<file path="src/sv/hed_pkg.sv">
// shared constants, entity tables and types of the entity decoder
`timescale 1ns / 1ps

package hed_pkg;

    localparam int HOLD_DEPTH = 5;
    localparam int RES_MAX    = HOLD_DEPTH + 1;
    localparam int ENT_NUM    = 6;
    localparam int ENT_MAXLEN = 6;
    localparam int CNT_W      = 3;

    localparam logic [7:0] AMP = 8'h26;

    // entity spellings, unused tail chars are zero
    localparam logic [7:0] ENT_TEXT [ENT_NUM][ENT_MAXLEN] = '{
        '{8'h26, 8'h6c, 8'h74, 8'h3b, 8'h00, 8'h00},   // &lt;
        '{8'h26, 8'h67, 8'h74, 8'h3b, 8'h00, 8'h00},   // &gt;
        '{8'h26, 8'h61, 8'h6d, 8'h70, 8'h3b, 8'h00},   // &amp;
        '{8'h26, 8'h6e, 8'h62, 8'h73, 8'h70, 8'h3b},   // &nbsp;
        '{8'h26, 8'h71, 8'h75, 8'h6f, 8'h74, 8'h3b},   // &quot;
        '{8'h26, 8'h61, 8'h70, 8'h6f, 8'h73, 8'h3b}    // &apos;
    };

    localparam logic [CNT_W-1:0] ENT_LEN [ENT_NUM] = '{
        3'd4, 3'd4, 3'd5, 3'd6, 3'd6, 3'd6
    };

    localparam logic [7:0] ENT_REPL [ENT_NUM] = '{
        8'h3c, 8'h3e, 8'h26, 8'h20, 8'h22, 8'h27
    };

    // result bytes produced by one item, slot 0 goes out first
    typedef struct packed {
        logic [RES_MAX-1:0][7:0] bytes;
        logic [CNT_W-1:0]        count;
        logic                    last;
    } hed_batch_t;

endpackage

</file>
<file path="src/sv/hed_matcher.sv">
// entity matcher: held prefix state and per-item result batch
`timescale 1ns / 1ps

module hed_matcher
(
    input  logic               clk,
    input  logic               rst_n,
    input  logic               step,
    input  logic [7:0]         in_byte,
    input  logic               is_last,
    output hed_pkg::hed_batch_t batch
);
    import hed_pkg::*;

    logic [7:0]       held_reg [HOLD_DEPTH];
    logic [CNT_W-1:0] cnt_reg;
    logic [CNT_W-1:0] cnt_next;
    logic [7:0]       cand [RES_MAX];
    logic [CNT_W-1:0] n;
    logic             full;
    logic             partial;
    logic             ok;
    logic [7:0]       repl;

    always_comb
    begin
        for (int j = 0; j < HOLD_DEPTH; j++)
        begin
            cand[j] = (CNT_W'(j) < cnt_reg) ? held_reg[j] : in_byte;
        end
        cand[HOLD_DEPTH] = in_byte;
        n       = cnt_reg + 3'd1;
        full    = 1'b0;
        partial = 1'b0;
        repl    = 8'h00;
        ok      = 1'b0;
        for (int i = 0; i < ENT_NUM; i++)
        begin
            ok = (n <= ENT_LEN[i]);
            for (int j = 0; j < ENT_MAXLEN; j++)
            begin
                if (CNT_W'(j) < n && ENT_TEXT[i][j] != cand[j])
                begin
                    ok = 1'b0;
                end
            end
            if (ok && n == ENT_LEN[i])
            begin
                full = 1'b1;
                repl = ENT_REPL[i];
            end
            if (ok && n < ENT_LEN[i])
            begin
                partial = 1'b1;
            end
        end
    end

    // results are always the held bytes followed by the new byte, or one replacement
    always_comb
    begin
        for (int k = 0; k < HOLD_DEPTH; k++)
        begin
            batch.bytes[k] = (CNT_W'(k) < cnt_reg) ? held_reg[k] : in_byte;
        end
        batch.bytes[HOLD_DEPTH] = in_byte;
        batch.last = is_last;
        if (full)
        begin
            batch.bytes[0] = repl;
            batch.count    = 3'd1;
            cnt_next       = '0;
        end
        else if (partial)
        begin
            batch.count = is_last ? n : '0;
            cnt_next    = is_last ? '0 : n;
        end
        else
        begin
            batch.count = cnt_reg + CNT_W'(in_byte != AMP || is_last);
            cnt_next    = (in_byte == AMP && !is_last) ? 3'd1 : '0;
        end
    end

    always_ff @(posedge clk or negedge rst_n)
    begin
        if (!rst_n)
        begin
            cnt_reg <= '0;
        end
        else if (step)
        begin
            cnt_reg <= cnt_next;
        end
    end

    // held bytes carry no reset, only entries below the count are read
    always_ff @(posedge clk)
    begin
        if (step && partial && !full && !is_last)
        begin
            held_reg[cnt_reg] <= in_byte;
        end
        else if (step && !full && !partial && in_byte == AMP && !is_last)
        begin
            held_reg[0] <= in_byte;
        end
    end

endmodule

</file>
<file path="src/sv/hed_emitter.sv">
// result buffer that shifts out one decoded byte per handshake
`timescale 1ns / 1ps

module hed_emitter
(
    input  logic               clk,
    input  logic               rst_n,
    input  logic               load,
    input  hed_pkg::hed_batch_t batch,
    output logic               can_load,
    output logic               m_axis_tvalid,
    input  logic               m_axis_tready,
    output logic [7:0]         m_axis_tdata,   // out_byte
    output logic               m_axis_tlast,   // run_last
    output logic [0:0]         m_axis_tuser    // text_end
);
    import hed_pkg::*;

    logic [RES_MAX-1:0][7:0] buf_reg;
    logic [RES_MAX-1:0][7:0] buf_next;
    logic [CNT_W-1:0]        left_reg;
    logic [CNT_W-1:0]        left_next;
    logic                    end_reg;
    logic                    end_next;
    logic                    take;

    assign take          = m_axis_tvalid && m_axis_tready;
    assign m_axis_tvalid = (left_reg != '0);
    assign m_axis_tdata  = buf_reg[0];
    assign m_axis_tlast  = (left_reg == 3'd1);
    assign m_axis_tuser  = m_axis_tlast && end_reg;
    // free when empty, or once the final pending byte leaves this cycle
    assign can_load      = (left_reg == '0) || (left_reg == 3'd1 && m_axis_tready);

    always_comb
    begin
        buf_next  = buf_reg;
        left_next = left_reg;
        end_next  = end_reg;
        if (load)
        begin
            buf_next  = batch.bytes;
            left_next = batch.count;
            end_next  = batch.last;
        end
        else if (take)
        begin
            for (int k = 0; k < RES_MAX - 1; k++)
            begin
                buf_next[k] = buf_reg[k + 1];
            end
            left_next = left_reg - 3'd1;
        end
    end

    always_ff @(posedge clk or negedge rst_n)
    begin
        if (!rst_n)
        begin
            left_reg <= '0;
            end_reg  <= 1'b0;
        end
        else
        begin
            left_reg <= left_next;
            end_reg  <= end_next;
        end
    end

    always_ff @(posedge clk)
    begin
        buf_reg <= buf_next;
    end

endmodule

</file>
<file path="src/sv/html_entity_decoder_unit.sv">
// Streaming HTML entity decoder, top level.
// Each input byte is registered, then its results are loaded into the result buffer that drives the output.
// Throughput: one item per cycle while each item yields at most one byte and the output is ready;
// an item yielding more than one byte holds the result buffer until its last byte is taken.
// Reset clears the held prefix count, the input valid flag and the result buffer count; byte storage has no reset.
`timescale 1ns / 1ps

module html_entity_decoder_unit
(
    input  logic       clk,
    input  logic       rst_n,
    input  logic       s_axis_tvalid,
    output logic       s_axis_tready,
    input  logic [7:0] s_axis_tdata,    // in_byte
    input  logic       s_axis_tlast,    // is_last
    output logic       m_axis_tvalid,
    input  logic       m_axis_tready,
    output logic [7:0] m_axis_tdata,    // out_byte
    output logic       m_axis_tlast,    // run_last
    output logic [0:0] m_axis_tuser     // text_end
);
    import hed_pkg::*;

    logic       in_vld_reg;
    logic       in_vld_next;
    logic [7:0] in_byte_reg;
    logic       in_last_reg;
    logic       can_load;
    logic       load;
    hed_batch_t batch;

    assign load          = in_vld_reg && can_load;
    assign s_axis_tready = !in_vld_reg || load;

    always_comb
    begin
        in_vld_next = in_vld_reg;
        if (s_axis_tvalid && s_axis_tready)
        begin
            in_vld_next = 1'b1;
        end
        else if (load)
        begin
            in_vld_next = 1'b0;
        end
    end

    always_ff @(posedge clk or negedge rst_n)
    begin
        if (!rst_n)
        begin
            in_vld_reg <= 1'b0;
        end
        else
        begin
            in_vld_reg <= in_vld_next;
        end
    end

    always_ff @(posedge clk)
    begin
        if (s_axis_tvalid && s_axis_tready)
        begin
            in_byte_reg <= s_axis_tdata;
            in_last_reg <= s_axis_tlast;
        end
    end

    hed_matcher u_matcher
    (
        .clk     (clk),
        .rst_n   (rst_n),
        .step    (load),
        .in_byte (in_byte_reg),
        .is_last (in_last_reg),
        .batch   (batch)
    );

    hed_emitter u_emitter
    (
        .clk           (clk),
        .rst_n         (rst_n),
        .load          (load),
        .batch         (batch),
        .can_load      (can_load),
        .m_axis_tvalid (m_axis_tvalid),
        .m_axis_tready (m_axis_tready),
        .m_axis_tdata  (m_axis_tdata),
        .m_axis_tlast  (m_axis_tlast),
        .m_axis_tuser  (m_axis_tuser)
    );

endmodule

</file>
<file path="config.mk">
export PLATFORM = sky130hd
export DESIGN_NAME = html_entity_decoder_unit
export DESIGN_NICKNAME = d
export VERILOG_FILES = /design/src/sv/hed_pkg.sv /design/src/sv/hed_matcher.sv /design/src/sv/hed_emitter.sv /design/src/sv/html_entity_decoder_unit.sv
export SDC_FILE = /design/constraint.sdc
export NUM_CORES = 1
export LEC_CHECK = 0
export BUFFER_PORTS_ARGS = -buffer_cell sky130_fd_sc_hd__buf_2
export CAP_MARGIN = 20
export CELL_PAD_IN_SITES_DETAIL_PLACEMENT = 0
export CELL_PAD_IN_SITES_GLOBAL_PLACEMENT = 1
export CORE_UTILIZATION = 45
export CTS_CLUSTER_DIAMETER = 150
export DETAILED_ROUTE_END_ITERATION = 8
export PLACE_DENSITY = 0.73
export SKIP_LAST_GASP = 1
export SLEW_MARGIN = 15
export SYNTH_ARGS = -nofsm -noshare
export SYNTH_HDL_FRONTEND = slang
export SYNTH_SLANG_ARGS = --single-unit
</file>
<file path="constraint.sdc">
create_clock -name clk -period 3.54 [get_ports clk]
set_input_delay 1.062 -clock clk [delete_from_list [all_inputs] [get_ports clk]]
set_output_delay 1.062 -clock clk [all_outputs]
set_load 0.01 [all_outputs]
</file>
======== Yosys cells after proc, flatten, opt, wreduce, memory -nomap -nowiden ========
Memory sizes are Yosys's and may differ from the RTL's.
Cells that the tools add are included.
Widths: inputs -> output; s select.
storage, ports and cells
  register bits after elaboration ......... 65
  bits in writable memories ............... 40
  input bits .............................. 13
  output and inout port bits .............. 12
  word-level logic and storage cells ...... 198
  memories ................................ 1
operators by class
  add/subtract/negate cells ............... 3
  magnitude comparators ................... 17
  eq/ne operators ......................... 26
  mux-type cells .......................... 78
  reduce and logical (&&, ||, !) cells .... 61
memory list
  memory              depth  width  rd ports  clocked after Yosys merged registers in  wr ports  line               source
  u_matcher.held_reg  5      8      5         0                                        1         hed_matcher.sv:15  logic [7:0] held_reg [HOLD_DEPTH];
operators by type and width
  kind                 number
  $ne 7x8->1 const A   16
  $mux 40              2
  $mux 8               7
  $mux 1               54
  $logic_and 1x1->1    47
  $mux 6               6
  $ne 6x8->1 const A   4
  $mux 3               9
  $reduce_bool 8->1    2
  $lt 1x3->1 const A   4
  $lt 2x3->1 const A   4
  $eq 3x3->1 const B   3
  $le 3x3->1 const B   3
  $lt 3x3->1 const A   3
  $lt 3x3->1 const B   3
  $eq 8x6->1 const B   1
  $ne 8x6->1 const B   1
  $reduce_or 8->1      1
  $logic_not 1->1      4
  $reduce_bool 2->1    2
  $add 3x1->3          1
  $add 3x1->3 const B  1
  $eq 3x1->1 const B   1
  $logic_not 3->1      1
  other kinds (3)      5

======== Logic depth before layout (Yosys ltp) ========
  word-level depth ........................ 27
  gate-level depth with buffers ........... 12
  gate-level depth less buffers ........... 11

======== By module ========
From an unflattened synthesis, not the netlist that was laid out.
unflattened totals
  cells, all modules ...................... 481
  area, all modules ....................... 5938.2 µm²
modules (own cells, without submodules)
  module                    times used  cells an instance  area an instance (µm²)  sequential area each (µm²)
  hed_matcher               1           336                3319.4                  1276.2
  hed_emitter               1           131                2288.4                  1541.5
  html_entity_decoder_unit  1           14                 330.3                   295.3

======== Worst setup path after synthesis ========
Ideal clock, no wire load.
  kind .................................... reg-to-reg
  start point ............................. reg u_matcher.cnt_reg[0]
  end point ............................... mem u_matcher.held_reg[2][0] (enable)
  library setup time ...................... 0.380 ns
  arrival ................................. 3.264 ns
  data required time ...................... 3.160 ns
  path slack .............................. -0.104 ns
  cell stages (with the launch flop) ...... 13
  path buffers ............................ 1
  period minus slack after synthesis ...... 3.644 ns
  path through ............................ dfrtp_1 > buf_4 > inv_1 > ha_1 > nor2b_1 > a211oi_1 > a211oi_2 > o211ai_1 > o32ai_1 > a211o_1 > or2_4 > nor3_4 > nor4b_2
between the ends
  longest elaborated chain between the ends .. 27
  elaborated cells between the ends (all ways) .. 142
  classes of those cells .................. 1 x add/sub; 17 x order compare; 22 x eq/ne; 57 x mux; 45 x reduce/logical
RTL lines
  element                                                   line                                    source
  from (decl)                                               hed_matcher.sv:16                       logic [CNT_W-1:0] cnt_reg;
  from (signal assigned)                                    hed_matcher.sv:94                       cnt_reg <= cnt_next;
  $lt 1x3->1                                                hed_matcher.sv:29                       cand[j] = (CNT_W'(j) < cnt_reg) ? held_reg[j] : in_byte;
  $mux 8                                                    hed_matcher.sv:29
  $ne 6x8->1                                                hed_matcher.sv:42                       if (CNT_W'(j) < n && ENT_TEXT[i][j] != cand[j])
  $logic_and 1x1->1                                         hed_matcher.sv:42
  $mux 1 (6 in series)                                      hed_matcher.sv:42
  $logic_and 1x1->1                                         hed_matcher.sv:47                       if (ok && n == ENT_LEN[i])
  $mux 1 (6 in series)                                      hed_matcher.sv:47
  $logic_not 1->1                                           hed_matcher.sv:101, hed_matcher.sv:105
  $logic_and 1x1->1 (4 in series)                           hed_matcher.sv:105                      else if (step && !full && !partial && in_byte == AMP && !is_last)
  $mux 1                                                    hed_matcher.sv:105
  $mux 1                                                    hed_matcher.sv:101                      if (step && partial && !full && !is_last)
  $mux 1 (not written as such)                              hed_matcher.sv:107                      held_reg[0] <= in_byte;
  $reduce_or 8->1 (no source line)                          n/a
  $mux 3 (no source line) / $mux 1 (equally long branches)  n/a
  to (decl)                                                 hed_matcher.sv:15
Several ways; a longest one is shown, not always the timed one.

======== Worst setup path after layout ========
  start point ............................. reg u_matcher.cnt_reg[2]
  end point ............................... mem u_matcher.held_reg[2][0] (enable)
The elaborated chain is that of the path after synthesis.

==> flow_results.org <==
** Critical path
- The cell that appears most often on the critical path is sky130_fd_sc_hd__buf_6.
- Setup crit start kind :: flop
- Of all nets on the critical path, the largest fanout is 8.
- Crit path capture type :: flop
- Worst EP required :: 3.61 ns
- Cell family with most CP delay :: simple AND/OR/NAND/NOR gates
- CP peak stage delay :: 0.46 ns
- Critical path buffer and inverter count :: 5
- Data on the critical path arrives at its endpoint at 3.53 ns.
- Crit-path slowest cell :: sky130_fd_sc_hd__dfrtp_2
- Walking the worst path, the cells encountered are nor2_2 > buf_6 > buf_6 > mux2i_2 > and3b_2 > buf_4 > a21o_1 > and3_1 > a211o_1 > or2_4 > buf_6 > nor3_4 > nor4b_2 > buf_4.
- The critical path is of the reg2reg type.

** Finish
- Commonest non-fill, non-tap cells in the layout :: 110 x sky130_fd_sc_hd__buf_4, 97 x sky130_fd_sc_hd__edfxtp_1, 74 x sky130_fd_sc_hd__nand2_1
- Filler cell count :: 984
- The area growth from synthesis to layout is 30.8%.
- The number of antenna diodes in the final layout is 0.
- Share of cells above drive strength 1 :: 0.349
- Commonest non-fill, non-tap cell in the layout :: sky130_fd_sc_hd__buf_4
- After the last flow step, the layout net total stands at 645.

** Clock tree
- Hold-fix buffers at CTS :: 0
- TritonCTS created 9 clock buffers.
- Clock input transition at the sequential cells of the worst setup and hold paths :: 0.08 ns
- H-tree depth :: 3
- Clock Latency Late Sink :: 0.36 ns
- TritonCTS built the clock tree.
- CTS placed an instance of sky130_fd_sc_hd__clkbuf_16 at the clock tree root.
- For this design, the sink count on the clock tree is 105.
- No sink is reached through more buffers than the 2 on the longest clock path.

** Floorplan
- From bottom edge to top edge, the die measures 114 um.
- Placement Rows :: 40
- 25 I/O pins were placed.
- The initial utilization of the core area, before any placement, comes to 0.465.
- Core Box Area :: 0.0121 mm^2
- Die boundary width :: 114 um
- Die outline area :: 0.0129 mm^2

** Detailed routing
- After detailed routing, the number of vias per cell comes to 5.66.
- WL final :: 15600 um
- Count of antenna-violating nets left after detailed routing :: 0
- After detailed routing, the average wire length per cell comes to 19.5 um.
- Drt drc :: 0
- Starting DRC count in detailed routing :: 346
- Number of search-and-repair iterations in the first detailed-routing pass :: 6
- Total number of vias :: 4516

** Timing
- Number of setup violations in the final report :: 0
- Ratio of final minimum period to clock period :: 0.978
- Hold Slack :: 0.470 ns
- For the pin with the worst max-slew slack, the measured transition is 0.721 ns.
- For the final routed database, the setup TNS stands at 0 ns.
- Headroom to the max-slew limit came out at 0.513.
- Min Tclk post-route :: 3.46 ns
- Highest clock rate :: 0.289 GHz
- The total count of max-transition violations in the final report came to 0.
- Across the routed clock network, the largest skew measured is 0.0125 ns.
- Final hold violation count :: 0

** Global routing
- Summed over all layers, the global routing overflow is 0.
- For this run, the total global-route usage over all layers was measured as 0.247.
- The first global-routing pass estimated 23500 um of wire.
- Initial antenna violation count :: 0
- The number of global-route vias before repair was 4277.
- Pin count of the biggest net entering global routing :: 54

** Synth
- Synthesized area :: 0.00560 mm^2
- Of all cell types, the one taking the most synthesized area is sky130_fd_sc_hd__edfxtp_1.
- Most area-consuming cells after synthesis :: sky130_fd_sc_hd__edfxtp_1 52%, sky130_fd_sc_hd__nand2_1 5.1%, sky130_fd_sc_hd__dfrtp_1 3.6%
- Ys Warns :: 0
- A synthesized cell averages 11.2 um^2.
- Sequential-to-total area share from yosys stat :: 0.556
- Among all flip-flop cells after synthesis, the most frequent one is sky130_fd_sc_hd__edfxtp_1.
- The cell count after synthesis came out at 501.
- In the synthesized netlist the async set-or-reset flop fraction comes to 0.0762.
- After synthesis the netlist holds a flip-flop and latch count of 105.
- The synthesized netlist contains 75 unique library cells.
- Of the post-synthesis cell area, the dominant cell type holds 0.520.
- Count of flip-flops with a built-in enable after synthesis :: 97
- Mapped Nets :: 521

** Power and ir drop
- VDD sags by at most 0.413 mV.
- Power Density :: 861 mW/mm^2
- Summed over all cells, the static leakage comes to 2.86 nW.
- After layout, the design draws a total of 6.31 mW.

** Placed design
- During placement, the flow inserted port buffers numbering 24.
- The wire-length estimate of the detail-placed layout is 11100 um.
- At the end of routability-driven placement, the weighted congestion stood at 0.892.

** Outcome
- The flow ran to the end, and the final reports show no timing, DRC or antenna violations.

** Flow run
- The tool flagged a number of max-cap violations equal to 0.

** Worst hold path
- Worst min-delay path class :: reg2reg
==> final timing paths <==
kind                                                   from                                 end  slack, ns  cells past startpoint
min                           u_emitter.end_reg$_DFFE_PN0P_       u_emitter.end_reg$_DFFE_PN0P_       0.47                      2
min reg2reg                   u_emitter.end_reg$_DFFE_PN0P_       u_emitter.end_reg$_DFFE_PN0P_       0.47                      2
max in group asynchronous                             rst_n    u_matcher.cnt_reg[1]$_DFFE_PN0P_       2.79                      1
max                        u_matcher.cnt_reg[2]$_DFFE_PN0P_  u_matcher.held_reg[2][0]$_DFFE_PP_       0.08                     14
max reg2reg                u_matcher.cnt_reg[2]$_DFFE_PN0P_  u_matcher.held_reg[2][0]$_DFFE_PP_       0.08                     14
min in group asynchronous                             rst_n       u_emitter.end_reg$_DFFE_PN0P_       0.54                      1
==> metrics by stage <==
stage,util,instance area (um^2),setup slack [ns],cells
floorplan,-,5600,-0.104,501
global placement,0.551,6640,-0.172,769
detailed placement,0.551,6640,-0.207,769
CTS,0.580,6990,0.00268,787
global route,0.608,7330,-0.0268,798
finish,0.608,7330,0.0787,798
==> worst min-delay path: cells and delay by family (launching register included) <==
kind             cells  cell delay (ns)
and+or+nand+nor      2             0.10
DFF                  1             0.34
==> metal layers <==
layer | GRT usage | vias to the layer above | wire, um
met4 | 0.0842 | 0 | 393
met5 | 0 | - | 0
met3 | 0.0531 | 32 | 789
met2 | 0.391 | 141 | 7400
li1 | - | 2149 | -
met1 | 0.337 | 2194 | 7020
==> synth_stat cells (4+ instances only) <==
library cell                n
sky130_fd_sc_hd__nand3_1   16
sky130_fd_sc_hd__nor4_1     6
sky130_fd_sc_hd__o211ai_1   4
sky130_fd_sc_hd__buf_2      7
sky130_fd_sc_hd__a211o_1    4
sky130_fd_sc_hd__nand2_1   76
sky130_fd_sc_hd__or3_1      5
sky130_fd_sc_hd__nor4bb_1   4
sky130_fd_sc_hd__ha_1       7
sky130_fd_sc_hd__nand3b_1   5
sky130_fd_sc_hd__o21ai_0   20
sky130_fd_sc_hd__clkbuf_1  16
sky130_fd_sc_hd__and2_1     5
sky130_fd_sc_hd__nor2_1    32
sky130_fd_sc_hd__mux2i_1   20
sky130_fd_sc_hd__a22o_1     6
sky130_fd_sc_hd__nor3_1     8
sky130_fd_sc_hd__dfrtp_1    8
sky130_fd_sc_hd__inv_1      8
sky130_fd_sc_hd__nand2b_1   6
sky130_fd_sc_hd__a21oi_1   10
sky130_fd_sc_hd__a31oi_1   24
sky130_fd_sc_hd__nand4_1    5
sky130_fd_sc_hd__nor2b_1   12
sky130_fd_sc_hd__edfxtp_1  97
sky130_fd_sc_hd__and3_1     4
sky130_fd_sc_hd__buf_4     13
==> repair_timing <==
item                                    4_1_cts  5_1_grt
setup buffers                                 2       12
gates cloned                                  0        0
endpoints found under the hold margin         0        0
pin swaps                                     0       15
endpoints found under the setup margin       40       42
resized for setup                             7       55
==> logic make-up (layout without fill, tap and decap cells) <==
logic type | count (synthesis) | count (layout) | synth area share
mux | 24 | 24 | 0.0438
flops | 105 | 105 | 0.556
buf+inv | 47 | 176 | 0.0431
simple gates | 211 | 211 | 0.203
xor+xnor | 2 | 2 | 0.00648
compound gates | 104 | 104 | 0.130
fa+ha+maj | 8 | 8 | 0.0174
==> layout make-up <==
| type | instances | area (um^2) | share of cell area |
|---|---|---|---|
| repair buffers | 151 | 1180 | 0.161 |
| flip-flops and latches | 105 | 3120 | 0.425 |
| clock inverters | 7 | 77.6 | 0.0106 |
| clock buffers | 9 | 225 | 0.0307 |
| inverters | 9 | 33.8 | 0.00461 |
| multi-input cells | 349 | 2490 | 0.339 |
| well taps | 168 | 210 | 0.0287 |
==> report_power, final <==
group | total (mW) | switching (mW) | internal (mW) | leakage, nW
logic | 3.20 | 1.76 | 1.45 | 1.70
clock network | 1.03 | 0.469 | 0.557 | 0.147
registers | 2.08 | 0.162 | 1.92 | 1.00
total | 6.31 | 2.39 | 3.92 | 2.86
No activity file was read; power rests on OpenSTA's default activity.
